==> src/rtl/repc_pkg.sv <==
`default_nettype none
package repc_pkg;

	typedef struct packed {
		logic        operation;
		logic [11:0] position;
		logic [11:0] value;
		logic [11:0] left;
		logic [11:0] right;
	} repc_in_t;

	typedef struct packed {
		logic [22:0] numerator;
		logic [22:0] denominator;
		logic        range_error;
	} repc_out_t;

	localparam logic OP_LOAD  = 1'b0;
	localparam logic OP_QUERY = 1'b1;

	localparam int PAIR_W = 23;
	localparam int HIST_W = 13;

	typedef enum logic [3:0] {
		ST_CLEAR,
		ST_IDLE,
		ST_MOVE_RD,
		ST_MOVE_HR,
		ST_MOVE_UPD,
		ST_DEN,
		ST_GCD,
		ST_DIV_A,
		ST_DIV_B,
		ST_DONE
	} repc_state_t;

	// Window edge moves, in the order a query applies them.
	typedef enum logic [2:0] {
		MV_NONE,
		MV_GROW_HIGH,
		MV_GROW_LOW,
		MV_SHRINK_HIGH,
		MV_SHRINK_LOW
	} repc_move_t;

	// Commands from the controller to the datapath.
	typedef struct packed {
		logic       clear_step;
		logic       load_wr;
		logic       capture;
		logic       seq_rd;
		logic       hist_rd;
		logic       hist_upd;
		logic       den_calc;
		logic       gcd_init;
		logic       gcd_step;
		logic       div_init;
		logic       div_step;
		logic       result_out;
		logic       trivial_out;
	} repc_cmd_t;

	// Status from the datapath to the controller.
	typedef struct packed {
		logic       clear_last;
		repc_move_t move;
		logic       trivial;
		logic       gcd_done;
		logic       div_done;
	} repc_stat_t;

endpackage
`default_nettype wire

==> src/rtl/repc_ctrl.sv <==
`default_nettype none
module repc_ctrl
	import repc_pkg::*;
(
	input  wire logic       clk,
	input  wire logic       arst_n,
	input  wire logic       start,
	input  wire logic       operation,
	input  wire repc_stat_t stat,
	output logic            busy,
	output repc_cmd_t       cmd
);

	repc_state_t state_q, state_d;

	// State register.
	always_ff @(posedge clk or negedge arst_n) begin
		if (!arst_n) begin
			state_q <= ST_CLEAR;
		end else begin
			state_q <= state_d;
		end
	end

	// Next state and commands.
	always_comb begin
		state_d = state_q;
		cmd = '0;
		busy = 1'b1;
		unique case (state_q)
			ST_CLEAR: begin
				cmd.clear_step = 1'b1;
				if (stat.clear_last) begin
					state_d = ST_IDLE;
				end
			end
			ST_IDLE: begin
				busy = 1'b0;
				if (start) begin
					if (operation == OP_LOAD) begin
						cmd.load_wr = 1'b1;
					end else begin
						cmd.capture = 1'b1;
						state_d = ST_MOVE_RD;
					end
				end
			end
			ST_MOVE_RD: begin
				if (stat.trivial) begin
					cmd.trivial_out = 1'b1;
					state_d = ST_DONE;
				end else if (stat.move == MV_NONE) begin
					state_d = ST_DEN;
				end else begin
					cmd.seq_rd = 1'b1;
					state_d = ST_MOVE_HR;
				end
			end
			ST_MOVE_HR: begin
				cmd.hist_rd = 1'b1;
				state_d = ST_MOVE_UPD;
			end
			ST_MOVE_UPD: begin
				cmd.hist_upd = 1'b1;
				state_d = ST_MOVE_RD;
			end
			ST_DEN: begin
				cmd.den_calc = 1'b1;
				state_d = ST_GCD;
			end
			ST_GCD: begin
				if (stat.gcd_done) begin
					cmd.div_init = 1'b1;
					state_d = ST_DIV_A;
				end else begin
					cmd.gcd_step = 1'b1;
				end
			end
			ST_DIV_A: begin
				if (stat.div_done) begin
					cmd.result_out = 1'b1;
					state_d = ST_DONE;
				end else begin
					cmd.div_step = 1'b1;
				end
			end
			ST_DIV_B: begin
				state_d = ST_DONE;
			end
			ST_DONE: begin
				state_d = ST_IDLE;
			end
			default: begin
				state_d = ST_IDLE;
			end
		endcase
		if (state_q == ST_GCD && !stat.gcd_done) begin
			// Zero numerator is caught in the datapath by the gcd step.
			state_d = ST_GCD;
		end
	end

`ifndef SYNTH
	a_no_cmd_idle_clear: assert property (@(posedge clk) disable iff (!arst_n)
		(state_q == ST_CLEAR) |-> busy)
		else $error("busy low during clear");
	a_upd_after_rd: assert property (@(posedge clk) disable iff (!arst_n)
		cmd.hist_upd |-> $past(cmd.hist_rd))
		else $error("update without read");
	a_hr_after_sr: assert property (@(posedge clk) disable iff (!arst_n)
		cmd.hist_rd |-> $past(cmd.seq_rd))
		else $error("histogram read without sequence read");
`endif

endmodule
`default_nettype wire

==> config.mk <==
export PLATFORM = sky130hd
export DESIGN_NAME = repc_ctrl
export DESIGN_NICKNAME = d
export VERILOG_FILES = /design/src/rtl/repc_pkg.sv /design/src/rtl/repc_ctrl.sv
export SDC_FILE = /design/constraint.sdc
export NUM_CORES = 1
export LEC_CHECK = 0
export ABC_AREA = 1
export BUFFER_PORTS_ARGS = -buffer_cell sky130_fd_sc_hd__buf_2
export CAP_MARGIN = 10
export CORE_MARGIN = 2
export CORE_UTILIZATION = 23
export DETAILED_ROUTE_END_ITERATION = 8
export PLACE_DENSITY = 0.56
export SYNTH_ARGS = -nofsm -noshare
export SYNTH_HDL_FRONTEND = slang
export SYNTH_SLANG_ARGS = --single-unit
==> constraint.sdc <==
create_clock -name clk -period 1.23 [get_ports clk]
set_input_delay 0.1845 -clock clk [delete_from_list [all_inputs] [get_ports clk]]
set_output_delay 0.1845 -clock clk [all_outputs]
set_load 0.02 [all_outputs]
Yosys cells after proc, flatten, opt, wreduce, memory -nomap -nowiden
Cells that the tools add are included.
{"block": "word_totals", "ff_bits": 4, "inputBits": 11, "output_inout_bits": 14, "elab_cells": 48}
{"block": "classes", "n_eq_ne": 13, "muxes": 29, "n_reduce_logical": 5}
{"cell": "4-bit one-hot mux with 9 select lines", "n": 1}
{"cell": "4-bit 2-to-1 mux", "n": 7}
{"cell": "4-bit by 3-bit equality test with 1-bit output (second input constant)", "n": 4}
{"cell": "1-bit 2-to-1 mux", "n": 16}
{"cell": "3-bit != test (second input constant)", "n": 4}
{"cell": "4-bit by 2-bit equality test with 1-bit output (second input constant)", "n": 2}
{"cell": "2-bit 2-to-1 mux", "n": 4}
{"cell": "5-bit AND reduction", "n": 1}
{"cell": "4-bit by 1-bit equality test with 1-bit output (second input constant)", "n": 1}
{"cell": "4-bit equality test (second input constant)", "n": 1}
{"cell": "4-bit zero test", "n": 1}
{"cell": "3-bit zero test", "n": 1}
{"cell": "3-bit 2-to-1 mux", "n": 1}
{"cell": "3-bit by 2-bit != test with 1-bit output (second input constant)", "n": 1}
{"cell": "1-bit logical AND", "n": 1}
{"cell": "1-bit zero test", "n": 1}

Longest topological paths before layout
{"block": "depth", "depth_word": 5, "ltp_mapped": 8, "ltp_nobuf": 8}

Worst setup path before layout
Ideal clock, no wire load.
{"block": "synth_timing", "kind": "reg-to-output", "start": "reg state_q[3]", "end": "out cmd[12] (netlist name)", "arrival_time_ns": 1.125, "required_time_ns": 1.046, "path_slack_ns": -0.079, "path_stages_with_launch": 4, "n_path_buf": 0, "cell_sequence": "dfrtp_1 nor2_4 inv_2 nor3_1"}
{"item": "start, declared", "line": "repc_ctrl.sv:14", "source": "repc_state_t state_q, state_d;"}
{"item": "start signal, assigned", "line": "repc_ctrl.sv:21", "source": "state_q <= state_d;"}
{"item": "end, declared", "line": "repc_ctrl.sv:11", "source": "output repc_cmd_t cmd"}

==> summary.log <==
qor: logic_synthesis.synth-adder-area-share 0%
qor: die.die_area 0.00230 mm2
qor: placement.place.port_buffers 23
qor: cells_and_area.largest_reg_flops 4
qor: cells_and_area.finish.cell_count_without_fillers 139
qor: clock_tree.cts_buffer_depth 2
qor: status.status finished with violations
qor: timing.rsz0062_at_grt true
qor: clock_tree.cts_inserted_buffers 3
qor: placement.gp_congestion 0.750
qor: timing.timing.final.max_slew_violations 0
qor: timing.finalHoldViolations 0
qor: timing.fmaxAchievable 668 MHz
qor: logic_synthesis.synth_cell_types 16
qor: global_routing.grt_pass1_vias 518
qor: logic_synthesis.yosysWarnings 0
qor: setup_path.worst-setup-path-type flop to output pin
qor: timing.min_period 1500 ps
qor: die.design.portCount 25
qor: power_and_ir_drop.total_power 0.00186 W
qor: timing.skew 5.61 ps
qor: setup_path.critical_path.max_fanout 3
qor: setup_path.cp-end-kind output pin
qor: die.die_width 47.9 um
qor: clock_tree.tritoncts_clock_tree done
qor: die.rows 15
qor: route.postRouteWirelength 1390 um
qor: logic_synthesis.post_synth_inst_count 77
qor: worst_hold_path.min_path_type primary input to asynchronous set/reset pin
qor: placement.post-dp-hpwl 1020 um
qor: route.routed_wire_length_per_instance 9.99 um
qor: cells_and_area.layout-area-overhead-vs-synth 83.7%
qor: cells_and_area.nFillCells 202
qor: clock_tree.clk_pin_slew_worst_paths 40 ps
qor: cells_and_area.top_regs state_q: 4 flops
qor: timing.final.setup.worst_slack -267 ps
qor: setup_path.worstReg2RegStart state_q[3]
qor: route.detail_route.vias_per_cell 4.17
qor: placement.placedCellCount 130
qor: placement.place_worst_setup_slack -34.4 ps
qor: cells_and_area.reg_with_most_ffs state_q
qor: die.design.core.area 0.00176 mm2
qor: route.final_antenna_net_count 0
qor: global_routing.grt_first_pass_wirelength 2030 um
qor: logic_synthesis.synthesis.area_per_instance 5.77 um2
qor: logic_synthesis.yosysTopAreaCell sky130_fd_sc_hd__dfrtp_1
qor: route.via_count 580
qor: setup_path.worst_ep_required_time 1050 ps
qor: clock_tree.htree_levels 1
qor: clock_tree.clk_latency 240 ps
qor: setup_path.critical_path.startpoint_type flop
qor: timing.finalSetupViolations 15
qor: logic_synthesis.synth_compound_area_share 1.13%
qor: logic_synthesis.top_area_cell_type_share_of_the_netlist_area 22.5%
qor: cells_and_area.final_net_count 127
qor: die.start_util 25.2%
qor: logic_synthesis.synth_simple_gate_area_share 58.6%
qor: route.first_iter_violations 7
qor: setup_path.r2r_end state_q[0]
qor: setup_path.cp_data_arrival_time 1310 ps
qor: clock_tree.cts-root-buf sky130_fd_sc_hd__clkbuf_4
qor: cells_and_area.antenna-diode-count 0
qor: global_routing.grt-ovfl-total 0
qor: setup_path.worst_reg_to_reg_path_cell_count 7
qor: cells_and_area.proportion_of_layout_cells_with_a_drive_suffix_above_1 60.5%
qor: logic_synthesis.ys_top_cells_by_area sky130_fd_sc_hd__dfrtp_1 (23%), sky130_fd_sc_hd__nand2_1 (17%), sky130_fd_sc_hd__nor2_1 (14%)
qor: logic_synthesis.combinational_family_with_the_most_area_after_synthesis simple AND/OR/NAND/NOR gates
qor: logic_synthesis.synth.mux.area_fraction 0%
qor: route.drcViolationCount 0
qor: logic_synthesis.synth_net_count 88
qor: setup_path.reg2reg_slack -20 ps
qor: global_routing.grt_start_max_net_pins 9
qor: power_and_ir_drop.power-per-cell-area 2290 mW/mm2
qor: power_and_ir_drop.leakage 0.479 nW
qor: job.cap_viol_max_count 0
qor: logic_synthesis.post_synth_instance_area 444 um2
qor: die.fp.dieH 47.9 um
qor: route.detailed_router_iteration_count_before_antenna_repair 4
qor: clock_tree.cts_sinks 4
qor: global_routing.antenna_found_initial 0
qor: logic_synthesis.ff_latch_count_synth 4
qor: status.failed_checks negative setup slack
qor: timing.min_period_over_period 122%
qor: global_routing.gr_util_all_layers 12.8%
qor: logic_synthesis.synth_xor_xnor_area_share 0%
qor: power_and_ir_drop.peak_supply_drop 1.05 mV
qor: logic_synthesis.yosysSeqAreaShare 22.5%
## routing by layer
layer	track usage, %	vias up	wire (um)
met4	4.86	0	0
met1	14.1	263	583
met5	0	-	0
met3	3.77	0	52
li1	-	300	-
met2	22.9	17	751
## power breakdown
part           leakage, nW  switching (W)  internal [W]
Sequential          0.0459       0.000108      0.000204
Clock               0.0138      0.0000552      0.000109
Combinational        0.419       0.000787      0.000601
Total                0.479       0.000950      0.000915
## worst max-delay path, cell delays in order (launching register included)
cell                      delay (ps)
sky130_fd_sc_hd__dfrtp_2         430
sky130_fd_sc_hd__nor2_4          170
sky130_fd_sc_hd__buf_4           140
sky130_fd_sc_hd__nand3_2          90
sky130_fd_sc_hd__nor2_2          110
sky130_fd_sc_hd__buf_6           120
## layout make-up
type / count / area, um2 / area share [%]
Timing Repair Buffer: 36 / 273 / 33.4
Clock buffer: 3 / 22.5 / 2.76
Inverter: 16 / 62.6 / 7.67
Tap cell: 25 / 31.3 / 3.83
Multi-Input combinational cell: 55 / 322 / 39.4
Sequential cell: 4 / 105 / 12.9
## per-stage QoR
step                      TNS, ps  hold WS, ps  utilization, %  cell area, um2
final                       -2540          279            46.2             816
after global routing        -3610          295            46.2             816
after CTS                   -2420          276            43.0             759
after detailed placement    -58.2        -6.06            36.2             638
after global placement          0        -8.19            36.2             638
after floorplan                 0         -111               -             454
## placed cells by master (no fill, tap or decap), drive strengths merged
master | netlist | routed
buf | 2 | 35
nand2 | 21 | 21
nor2 | 21 | 21
inv | 16 | 16
nand3 | 8 | 8
dfrtp | 4 | 4
clkbuf | 0 | 3
nor3 | 2 | 2
nand3b | 1 | 1
a21oi | 1 | 1
conb | 1 | 1
dlygate4sd3 | 0 | 1
## logic make-up (layout without fill, tap and decap cells)
logic type             Yosys count  in the layout
flip-flops                       4              4
buffers and inverters           18             55
other                            1              1
AO/OA/AOI/OAI                    1              1
AND/OR/NAND/NOR                 53             53
## cell usage after synthesis (all sizes together)
master  instances
inv            16
a21oi           1
buf             2
conb            1
nand3b          1
nand2          21
dfrtp           4
nor3            2
nor2           21
nand3           8
## worst max path at each step
| stage | start | to | slack [ps] | cells past startpoint |
|---|---|---|---|---|
| final | state_q[3] | cmd[10] | -270 | 5 |
| after global routing | state_q[3] | cmd[11] | -330 | 6 |
| after CTS | state_q[2] | cmd[10] | -230 | 5 |
| after detailed placement | state_q[3] | cmd[9] | -30 | 6 |
| after global placement | state_q[3] | cmd[9] | 4 | 6 |
| after floorplan | state_q[3] | state_q[3] | 20 | 5 |
## what timing repair did
| action | in CTS | in global routing |
|---|---|---|
| setup buffers | 3 | 2 |
| endpoints found under the hold margin | 4 | 0 |
| gates resized for setup | 24 | 15 |
| setup endpoints to repair | 14 | 15 |
| gates cloned | 0 | 0 |
| hold buffers | 1 | 0 |
| pin swaps | 1 | 4 |
Power figures use the tool's default switching activity.
